--- config.mk ---
export PLATFORM = sky130hd
export DESIGN_NAME = fixed_width_decimal_field_parser_core
export DESIGN_NICKNAME = d
export VERILOG_FILES = /design/src/rtl/fwdp_pkg.sv /design/src/rtl/fixed_width_decimal_field_parser_core.sv /design/src/rtl/fwdp_step.sv
export SDC_FILE = /design/constraint.sdc
export NUM_CORES = 1
export LEC_CHECK = 0
export BUFFER_PORTS_ARGS = -buffer_cell sky130_fd_sc_hd__buf_4
export CAP_MARGIN = 10
export CELL_PAD_IN_SITES_DETAIL_PLACEMENT = 1
export CELL_PAD_IN_SITES_GLOBAL_PLACEMENT = 1
export CORE_ASPECT_RATIO = 0.8
export CORE_MARGIN = 3
export CORE_UTILIZATION = 30
export CTS_CLUSTER_SIZE = 20
export DETAILED_ROUTE_END_ITERATION = 16
export HOLD_SLACK_MARGIN = 0.08
export PLACE_DENSITY = 0.67
export SLEW_MARGIN = 20
export SYNTH_ARGS = -nofsm -noshare
export SYNTH_HDL_FRONTEND = slang
export SYNTH_HIERARCHICAL = 1
export SYNTH_SLANG_ARGS = --single-unit
--- constraint.sdc ---
create_clock -name clk -period 8.94 [get_ports clk]
set_input_delay 1.341 -clock clk [delete_from_list [all_inputs] [get_ports clk]]
set_output_delay 1.341 -clock clk [all_outputs]
set_load 0.02 [all_outputs]
--- src/rtl/fwdp_pkg.sv ---
// ----------------------------------------------------------------------------
// Fixed-width decimal field parser package
// Shared types, character codes, register indexes and reset values.
// ----------------------------------------------------------------------------
package fwdp_pkg;

	localparam int VALUE_BITS_DEF = 64;
	localparam int VALUE_OUT_BITS = 64;
	localparam int CFG_DATA_BITS  = 5;
	localparam int CFG_IDX_BITS   = 1;

	localparam logic [CFG_IDX_BITS-1:0] REG_FIELD_WIDTH = 1'd0;
	localparam logic [CFG_IDX_BITS-1:0] REG_FRAC_DIGITS = 1'd1;

	localparam logic [4:0] FIELD_WIDTH_RST = 5'd14;
	localparam logic [4:0] FRAC_DIGITS_RST = 5'd3;

	localparam logic [7:0] CHAR_DOT     = 8'h2E;
	localparam logic [7:0] CHAR_MINUS   = 8'h2D;
	localparam logic [7:0] CHAR_SPACE   = 8'h20;
	localparam logic [7:0] CHAR_NEWLINE = 8'h0A;
	localparam logic [7:0] CHAR_ZERO    = 8'h30;
	localparam logic [7:0] CHAR_NINE    = 8'h39;

	typedef enum logic [2:0] {
		PH_LEAD,
		PH_INT,
		PH_FRAC,
		PH_TRAIL,
		PH_PAD
	} phase_t;

	// Per-field control state, everything except the accumulator.
	typedef struct packed {
		logic [4:0] position;
		phase_t     phase;
		logic       negative;
		logic       error_seen;
	} ctrl_t;

	localparam ctrl_t CTRL_RESTART = '{
		position:   5'd0,
		phase:      PH_LEAD,
		negative:   1'b0,
		error_seen: 1'b0
	};

endpackage

--- src/rtl/fixed_width_decimal_field_parser_core.sv ---
// ----------------------------------------------------------------------------
// Fixed-width decimal field parser core
// Parses fixed-width decimal text fields, one character per item, into
// scaled two's complement integers with a format error flag.
// ----------------------------------------------------------------------------
// The block takes one character per clock cycle unless the input stalls, and
// gives one result after the last column of each field. Each accepted
// character is held in the input register while the character step (a
// multiply by ten built from shifts and an add, followed by the sign negation)
// works on it; when the last column's character moves on, the result register
// is written and drives the output. Back-pressure on the
// result side stalls the input only when a finished result is still waiting
// and the character in the input register closes another field. A
// configuration write restarts the current field; it is meant to be issued
// while idle.
module fixed_width_decimal_field_parser_core #(
	parameter int VALUE_BITS = fwdp_pkg::VALUE_BITS_DEF
) (
	input  logic                                       clk,
	input  logic                                       arst_n,
	input  logic                                       cfg_write,
	input  logic [fwdp_pkg::CFG_IDX_BITS-1:0]          cfg_index,
	input  logic [fwdp_pkg::CFG_DATA_BITS-1:0]         cfg_data,
	input  logic                                       in_valid,
	output logic                                       in_ready,
	input  logic [7:0]                                 char_in,
	output logic                                       out_valid,
	input  logic                                       out_ready,
	output logic signed [fwdp_pkg::VALUE_OUT_BITS-1:0] value,
	output logic                                       bad_format
);
	import fwdp_pkg::*;

	logic [4:0]            field_width_q;
	logic [4:0]            frac_digits_q;
	logic                  valid_s1;
	logic [7:0]            char_s1;
	ctrl_t                 ctrl_q;
	logic [VALUE_BITS-1:0] acc_q;
	logic                  out_valid_q;
	logic signed [VALUE_OUT_BITS-1:0] value_q;
	logic                  bad_q;

	ctrl_t                 ctrl_next;
	logic [VALUE_BITS-1:0] acc_next;
	logic                  last;
	logic signed [VALUE_OUT_BITS-1:0] step_value;
	logic                  step_bad;
	logic                  out_free;
	logic                  advance;

	fwdp_step #(
		.VALUE_BITS(VALUE_BITS)
	) u_step (
		.field_width(field_width_q),
		.frac_digits(frac_digits_q),
		.ctrl       (ctrl_q),
		.acc        (acc_q),
		.char_in    (char_s1),
		.ctrl_next  (ctrl_next),
		.acc_next   (acc_next),
		.last       (last),
		.value      (step_value),
		.bad_format (step_bad)
	);

	assign out_free = !out_valid_q || out_ready;
	assign advance  = valid_s1 && (!last || out_free);
	assign in_ready = !valid_s1 || advance;

	always_ff @(posedge clk or negedge arst_n) begin
		if (!arst_n) begin
			field_width_q <= FIELD_WIDTH_RST;
			frac_digits_q <= FRAC_DIGITS_RST;
			valid_s1      <= 1'b0;
			ctrl_q        <= CTRL_RESTART;
			acc_q         <= '0;
			out_valid_q   <= 1'b0;
		end else begin
			if (in_valid && in_ready) begin
				valid_s1 <= 1'b1;
			end else if (advance) begin
				valid_s1 <= 1'b0;
			end

			if (cfg_write) begin
				unique case (cfg_index)
					REG_FIELD_WIDTH: field_width_q <= cfg_data;
					REG_FRAC_DIGITS: frac_digits_q <= cfg_data;
					default:         field_width_q <= field_width_q;
				endcase
				ctrl_q <= CTRL_RESTART;
				acc_q  <= '0;
			end else if (advance) begin
				if (last) begin
					ctrl_q <= CTRL_RESTART;
					acc_q  <= '0;
				end else begin
					ctrl_q <= ctrl_next;
					acc_q  <= acc_next;
				end
			end

			if (advance && last) begin
				out_valid_q <= 1'b1;
			end else if (out_ready) begin
				out_valid_q <= 1'b0;
			end
		end
	end

	always_ff @(posedge clk) begin
		if (in_valid && in_ready) begin
			char_s1 <= char_in;
		end
		if (advance && last) begin
			value_q <= step_value;
			bad_q   <= step_bad;
		end
	end

	assign out_valid  = out_valid_q;
	assign value      = value_q;
	assign bad_format = bad_q;

	// A malformed field always reports a zero value.
	a_bad_zero: assert property (@(posedge clk) disable iff (!arst_n)
		out_valid_q && bad_q |-> value_q == '0)
		else $error("bad_format result carries a non-zero value");

	// The column counter never reaches the effective field width.
	a_pos_range: assert property (@(posedge clk) disable iff (!arst_n)
		({1'b0, ctrl_q.position} < {1'b0, field_width_q}) ||
		(ctrl_q.position == 5'd0))
		else $error("column counter beyond field width");

	// The input stalls only behind a waiting result and a closing character.
	a_stall_cause: assert property (@(posedge clk) disable iff (!arst_n)
		!in_ready |-> valid_s1 && out_valid_q && !out_ready && last)
		else $error("input stalled without cause");

	// A closing character that moves on always yields a result next cycle.
	a_result_follows: assert property (@(posedge clk) disable iff (!arst_n)
		advance && last |=> out_valid_q)
		else $error("field closed without a result");

endmodule

--- src/rtl/fwdp_step.sv ---
// ----------------------------------------------------------------------------
// Fixed-width decimal field parser: character step
// Combinational next-state logic for one character, plus the finished value
// when the character closes the field.
// ----------------------------------------------------------------------------
module fwdp_step #(
	parameter int VALUE_BITS = fwdp_pkg::VALUE_BITS_DEF
) (
	input  logic [4:0]                          field_width,
	input  logic [4:0]                          frac_digits,
	input  fwdp_pkg::ctrl_t                     ctrl,
	input  logic [VALUE_BITS-1:0]               acc,
	input  logic [7:0]                          char_in,
	output fwdp_pkg::ctrl_t                     ctrl_next,
	output logic [VALUE_BITS-1:0]               acc_next,
	output logic                                last,
	output logic signed [fwdp_pkg::VALUE_OUT_BITS-1:0] value,
	output logic                                bad_format
);
	import fwdp_pkg::*;

	logic [4:0]            width_eff;
	logic [4:0]            dot_pos;
	logic                  is_digit;
	logic [3:0]            digit;
	logic                  push;
	logic [3:0]            push_val;
	logic [VALUE_BITS-1:0] signed_v;

	assign width_eff = (field_width == 5'd0) ? 5'd1 : field_width;
	assign dot_pos   = (frac_digits < width_eff) ? (width_eff - frac_digits - 5'd1) : 5'd0;
	assign is_digit  = (char_in >= CHAR_ZERO) && (char_in <= CHAR_NINE);
	assign digit     = 4'(char_in - CHAR_ZERO);
	assign last      = ({1'b0, ctrl.position} + 6'd1) >= {1'b0, width_eff};

	always_comb begin
		ctrl_next          = ctrl;
		ctrl_next.position = ctrl.position + 5'd1;
		push               = 1'b0;
		push_val           = 4'd0;
		unique case (ctrl.phase)
			PH_LEAD, PH_INT: begin
				if (ctrl.position >= dot_pos) begin
					if (char_in != CHAR_DOT) begin
						ctrl_next.error_seen = 1'b1;
					end
					ctrl_next.phase = PH_FRAC;
				end else if (ctrl.phase == PH_LEAD && char_in == CHAR_SPACE) begin
					ctrl_next.phase = PH_LEAD;
				end else if (ctrl.phase == PH_LEAD && char_in == CHAR_MINUS) begin
					ctrl_next.negative = 1'b1;
					ctrl_next.phase    = PH_INT;
				end else begin
					if (is_digit) begin
						push     = 1'b1;
						push_val = digit;
					end else begin
						ctrl_next.error_seen = 1'b1;
					end
					ctrl_next.phase = PH_INT;
				end
			end
			PH_FRAC, PH_TRAIL: begin
				push = 1'b1;
				if (ctrl.phase == PH_FRAC && is_digit) begin
					push_val = digit;
				end else if (char_in == CHAR_NEWLINE) begin
					ctrl_next.phase = PH_PAD;
				end else begin
					if (char_in != CHAR_SPACE) begin
						ctrl_next.error_seen = 1'b1;
					end
					ctrl_next.phase = PH_TRAIL;
				end
			end
			default: begin
				// After a newline every column is a zero digit.
				push            = 1'b1;
				ctrl_next.phase = PH_PAD;
			end
		endcase
	end

	// Times ten as two shifts and an add; the sum wraps at the accumulator width.
	assign acc_next = push ? ((acc << 3) + (acc << 1) + VALUE_BITS'(push_val)) : acc;

	assign signed_v   = ctrl_next.negative ? (VALUE_BITS'(0) - acc_next) : acc_next;
	assign bad_format = ctrl_next.error_seen;
	assign value      = ctrl_next.error_seen ? '0 : VALUE_OUT_BITS'($signed(signed_v));

endmodule
Yosys cells after proc, flatten, opt, wreduce, memory -nomap -nowiden
Index checks and enable logic that the tools add are counted.

storage, ports and cells
  register bits after elaboration = 159
  latch bits = 0
  memory bits (writable) = 0
  memory bits (read-only) = 0
  output and inout bits = 67
  memories = 0

operators by class
  add/subtract/negate cells = 8
  multipliers = 0
  div/mod/pow operators = 0
  magnitude comparators = 5
  eq/ne operators = 9
  shift-type cells = 0
  mux-type cells = 42
  bitwise gates (word level) = 1
  reductions and logical operators = 23

operators with widths
  cell                                                                    number
  64-bit 2-to-1 mux                                                       5
  64-bit by 4-bit adder with 64-bit output                                1
  64-bit adder                                                            1
  1-bit by 64-bit subtractor with 64-bit output (first input constant)    1
  10-bit 2-to-1 mux                                                       3
  1-bit 2-to-1 mux                                                        20
  4-bit 2-to-1 mux                                                        5
  8-bit by 6-bit equality test with 1-bit output (second input constant)  2
  8-bit by 6-bit != test with 1-bit output (second input constant)        2
  5-bit 2-to-1 mux                                                        2
  3-bit 2-to-1 mux                                                        3
  8-bit by 4-bit equality test with 1-bit output (second input constant)  1
  8-bit by 6-bit >= comparator with 1-bit output (second input constant)  1
  8-bit by 6-bit <= comparator with 1-bit output (second input constant)  1
  4-bit case mux with 2 select lines                                      1
  1-bit logical AND                                                       7
  5-bit by 1-bit adder with 6-bit output (second input constant)          1
  3-bit by 2-bit equality test with 1-bit output (second input constant)  2
  6-bit by 5-bit >= comparator with 1-bit output                          1
  3-bit case mux with 2 select lines                                      1
  2-bit AND reduction                                                     3
  2-bit nonzero test                                                      3
  5-bit by 1-bit adder with 5-bit output (second input constant)          1
  5-bit >= comparator                                                     1
  other kinds (14)                                                        19

Longest topological paths before layout
  depth in word-level cells = 13
  mapped depth = 34
  gate-level depth less buffers = 34

Modules after synthesis
Netlist, hierarchy kept.

by module, submodules not included
  module                                 times used  cells each  area an instance (sq um)  sequential area each (sq um)
  fwdp_step                              1           1,331       8,942.3                   0.0
  fixed_width_decimal_field_parser_core  1           271         5,311.3                   4,350.4

Least setup slack after synthesis
OpenSTA, ideal clock, no wires.

  kind = flip-flop to flip-flop
  start = reg field_width_q[1]
  end = reg value_q[63] (netlist: value[63]) (data pin)
  arrival time = 6,738 ps
  data required time = 8,674 ps
  path slack = 1,936 ps
  stages on the path, launching flop included = 31
  cells stage by stage = dfstp_2 > inv_1 > ha_1 > a21oi_1 > nor2b_1 > o21ai_0 > nand2b_1 > a21oi_1 > nand2_1 > ha_1 > a21o_1 > a31oi_1 > o21ai_0 > a211oi_1 > nand2_1 > fa_1 > inv_1 > ha_1 > a211oi_4 > o21ai_2 > a211oi_4 > o21ai_1 > or2_4 > xor2_1 > mux2_2 > nor4b_4 > nand4_4 > a2111oi_4 > a41oi_1 > xnor2_1 > nor2_1

on the way
  longest elaborated chain between the ends = 12

RTL lines
  element                                          RTL line                                      RTL
  start: declaration                               fixed_width_decimal_field_parser_core.sv:34   logic [4:0] field_width_q;
  start signal: assignment                         fixed_width_decimal_field_parser_core.sv:88   REG_FIELD_WIDTH: field_width_q <= cfg_data;
  start signal: assignment                         fixed_width_decimal_field_parser_core.sv:90   default: field_width_q <= field_width_q;
  5-bit logical NOT                                fwdp_step.sv:30                               assign width_eff = (field_width == 5'd0) ? 5'd1 : field_width;
  5-bit 2-to-1 mux *                               fwdp_step.sv:30
  5-bit subtractor                                 fwdp_step.sv:31                               assign dot_pos = (frac_digits < width_eff) ? (width_eff - frac_digits - 5'd1) : 5'd0;
  5-bit by 1-bit subtractor with 5-bit output      fwdp_step.sv:31
  5-bit 2-to-1 mux *                               fwdp_step.sv:31
  5-bit >= comparator *                            fwdp_step.sv:43                               if (ctrl.position >= dot_pos) begin
  4-bit 2-to-1 mux                                 fwdp_step.sv:43
  4-bit case mux with 2 select lines               fwdp_step.sv:41                               unique case (ctrl.phase)
  64-bit by 4-bit adder with 64-bit output         fwdp_step.sv:85                               assign acc_next = push ? ((acc << 3) + (acc << 1) + VALUE_BITS'(push_val)) : acc;
  64-bit 2-to-1 mux *                              fwdp_step.sv:85
  via acc_next[29]                                 fixed_width_decimal_field_parser_core.sv:45   logic [VALUE_BITS-1:0] acc_next;
  1-bit by 64-bit subtractor with 64-bit output *  fwdp_step.sv:87                               assign signed_v = ctrl_next.negative ? (VALUE_BITS'(0) - acc_next) : acc_next;
  64-bit 2-to-1 mux *                              fwdp_step.sv:87
  end signal: assignment                           fixed_width_decimal_field_parser_core.sv:117  value_q <= step_value;
  end: declaration                                 fixed_width_decimal_field_parser_core.sv:41   logic signed [VALUE_OUT_BITS-1:0] value_q;

Mark *: on every way through the listed nets, which the timed path passes. The rest lies on a longest branch.
A chain may end at the register's enable or synchronous reset.

Worst setup path after layout
  start = reg field_width_q[1]
  end = reg value_q[61] (netlist: value[61]) (data pin)

The elaborated chain is that of the path after synthesis.

==> impl_metrics.env <==
export IMPL_syn_to_final_growth_pct=12.7
export IMPL_clkTransAtPathRegs_ns=0.07
export IMPL_finalSetupViolCount=0
export IMPL_multi_input_area_um2=9310
export IMPL_cpPeakStageDelay_ns=0.61
export IMPL_p_int_uw=1640
export IMPL_syn_nets=1766
export IMPL_cts_hold_buf=0
export IMPL_die_area_um2=50200
export IMPL_drive_above_1_share_pct=13.3
export IMPL_fillCellCount=5396
export IMPL_synthFlopType="dfrtp_1"
export IMPL_pwr_share_seq_pct=30.0
export IMPL_dp_slack_ns=0.469
export IMPL_vias=13100
export IMPL_grt_usage_pct=20.3
export IMPL_fmax_mhz=120
export IMPL_syn_inst=1602
export IMPL_grt_pass1_wl_um=81000
export IMPL_gr_total_overflow=0
export IMPL_crit_path_frequent_cell="ha_1"
export IMPL_clk_latency_ns=0.47
export IMPL_post_cts_resized=0
export IMPL_drc=0
export IMPL_place_area_um2=15400
export IMPL_syn_avg_cell_area_um2=8.90
export IMPL_worstSetupStartpointType="register"
export IMPL_yosysUniqueCellTypes=104
export IMPL_slowest_stage="nor4b_4"
export IMPL_io_pins=86
export IMPL_ant_nets=0
export IMPL_leakage_uw=0.00708
export IMPL_p_total_uw=2820
export IMPL_maxSlewViolCount=0
export IMPL_regArea_um2=4350
export IMPL_end_kind="register"
export IMPL_synth_edf_count=73
export IMPL_finalCriticalPeriod_ns=8.32
export IMPL_min_period_over_period_pct=93.1
export IMPL_arrival_ns=8.53
export IMPL_cts_root_buffer="clkbuf_16"
export IMPL_ys_ff_latch=159
export IMPL_switchingPower_uw=1180
export IMPL_seq_area_frac_synth_pct=30.5
export IMPL_rows=70
export IMPL_status="complete, no violations"
export IMPL_drt_first_pass_iters=5
export IMPL_async_flop_share_pct=54.1
export IMPL_cp_max_fo=8
export IMPL_routed_via_density=5.82
export IMPL_vdd_drop_max_mv=0.128
export IMPL_antenna_found_initial=0
export IMPL_fin_tns_setup_ns=0
export IMPL_cp_required_ns=9.14
export IMPL_clock_skew_ns=0.0190
export IMPL_cts_tree="done"
export IMPL_grt_max_degree=75
export IMPL_fin_nets=1795
export IMPL_die_h_um=201
export IMPL_path_class="register to register"
export IMPL_dpl_hpwl_um=37500
export IMPL_clock_sinks=159
export IMPL_setup_slack_ns=0.618
export IMPL_cts_setup_buffers=0
export IMPL_core_area_um2=46300
export IMPL_maxSlewHeadroom_pct=24.6
export IMPL_clockBufferDepth=2
export IMPL_avgRoutedWirePerCell_um=22.6
export IMPL_hold_viol=0
export IMPL_place_congestion=0.917
export IMPL_combPwrFrac_pct=40.1
export IMPL_hold_class="register to register"
export IMPL_switching_share_pct=41.7
export IMPL_wl_um=51100
export IMPL_fin_util_pct=34.7
export IMPL_cellPowerDensity_nw_per_um2=176
export IMPL_io_buffers=85
export IMPL_h_tree_depth=4
export IMPL_initial_utilization_pct=30.8
export IMPL_drv_cap=0
export IMPL_worstMarginPinSlew_ns=1.12
export IMPL_yosysWarnings=6
export IMPL_grt_pass1_vias=13800
export IMPL_cts_made_buffers=17
export IMPL_design_area_um2=16100
export IMPL_die_x_um=250
export IMPL_clockPowerShare_pct=29.9
export IMPL_rsz0062_at_grt="no"
export IMPL_syn_area_um2=14300
export IMPL_n_antenna_cell=0
export IMPL_first_iter_violations=898
[state kept, by name (all words and copies together), names as in the netlist]
signal         flops
acc_q             64
value             64
ctrl_q            10
char_s1            8
field_width_q      5
frac_digits_q      5
bad_format         1
out_valid          1
valid_s1           1
[placed cells by master (no fill, tap or decap), types with 5 or more instances in the layout]
master and n:
dfrtp_1 81, o31ai_1 19, a211oi_1 12, ha_1 142, nand4_1 29, nor4_1 13
a21o_1 29, mux2_2 16, mux2i_1 10, a221oi_1 6, inv_1 54, a21oi_1 115
nor2_1 136, a21oi_2 9, nand2_1 141, o211ai_1 15, o21bai_1 11, xnor2_1 64
o21ai_1 14, or2_2 5, xor2_1 29, buf_4 100, dfstp_2 5, edfxtp_1 73
and2_1 14, a211o_1 8, o21ai_0 83, nand2b_1 16, or4_1 5, o21a_1 24
nor3_1 43, clkbuf_16 20, nand3_1 26, or3_1 24, a31oi_1 20, and3_1 21
a22o_1 75, nor2b_1 12
[per-layer routing]
layer	wire length, um	GRT usage, %	up-vias
li1	-	-	6056
met1	25700	30.2	6673
met2	21900	30.6	358
met4	659	4.31	0
met5	0	0	-
met3	2860	3.41	38
[final cells by class]
type | instances | share of cell area (%)
clock buffers | 21 | 3.14
multi-input cells | 1297 | 57.9
well taps | 612 | 4.76
clock inverters | 11 | 0.958
inverters | 55 | 1.28
repair buffers | 101 | 4.84
flip-flops and latches | 159 | 27.1
[cells by family (layout without fill, tap and decap cells)]
kind of cell / count (synthesis) / in the layout / synth area share (%)
DFF: 159 / 159 / 30.5
adders and majority gates: 145 / 145 / 12.9
buffers and inverters: 146 / 188 / 4.71
and+or+nand+nor: 523 / 523 / 18.7
xor gates and xnor gates: 93 / 93 / 5.71
muxes: 27 / 27 / 2.05
AOI/OAI and AO/OA: 509 / 509 / 25.4
[Yosys cell counts, types with 8 or more instances]
cell type  number  area [um2]
o21bai_1       11        82.6
a211o_1         8        70.1
xor2_1         29         254
xnor2_1        64         561
nor2_1        138         518
o211ai_1       15         113
o31ai_1        19         143
a21oi_2         9        78.8
buf_6           9         101
nor2b_1        12        75.1
a31oi_1        20         125
ha_1          142        1780
a21o_1         29         218
o21ai_1        14        70.1
nand2b_1       16         100
or3_1          24         150
nor4_1         13        81.3
edfxtp_1       73        2190
a21oi_1       116         581
a211oi_1       13        97.6
nor3_1         43         215
buf_2          33         165
a22o_1         75         657
o21ai_0        84         420
o21a_1         24         180
mux2_2         16         180
inv_1          54         203
clkbuf_1       43         161
dfrtp_1        81        2030
nand4_1        29         181
nand2_1       142         533
mux2i_1        10         100
and3_1         21         131
nand3_1        26         130
and2_1         14        87.6
[power by group through the flow]
stage	sequential [uW]	clock [uW]	combinational, uW
CTS	848	867	1100
finish	847	843	1130
detailed placement	862	0	1090
floorplan	862	0	741
global placement	861	0	1070
global route	853	887	1220
[per-stage QoR]
| stage | hold WS (ns) | instances |
|---|---|---|
| after floorplan | 0.466 | 1602 |
| after global placement | 0.483 | 2223 |
| after detailed placement | 0.502 | 2223 |
| after CTS | 0.529 | 2255 |
| after global routing | 0.545 | 2256 |
| final | 0.528 | 2256 |
[critical path, delay by kind of cell (launching register included)]
family          cells  cell delay, ns
compound gates     12            3.07
xor+xnor            2            0.35
fa+ha+maj           4            1.51
buf+inv             2            0.15
flops               1            0.55
mux                 1            0.33
simple gates        9            2.10
[worst paths after layout]
check                            startpoint                to  cells past startpoint  slack (ns)
min in group asynchronous            arst_n          valid_s1                      1        0.83
max reg2reg                field_width_q[1]         value[61]                     30        0.62
max                        field_width_q[1]         value[61]                     30        0.62
min                        frac_digits_q[4]  frac_digits_q[4]                      1        0.53
max in group asynchronous            arst_n         acc_q[24]                      2        6.89
min reg2reg                frac_digits_q[4]  frac_digits_q[4]                      1        0.53
No activity file was read; power rests on OpenSTA's default activity.
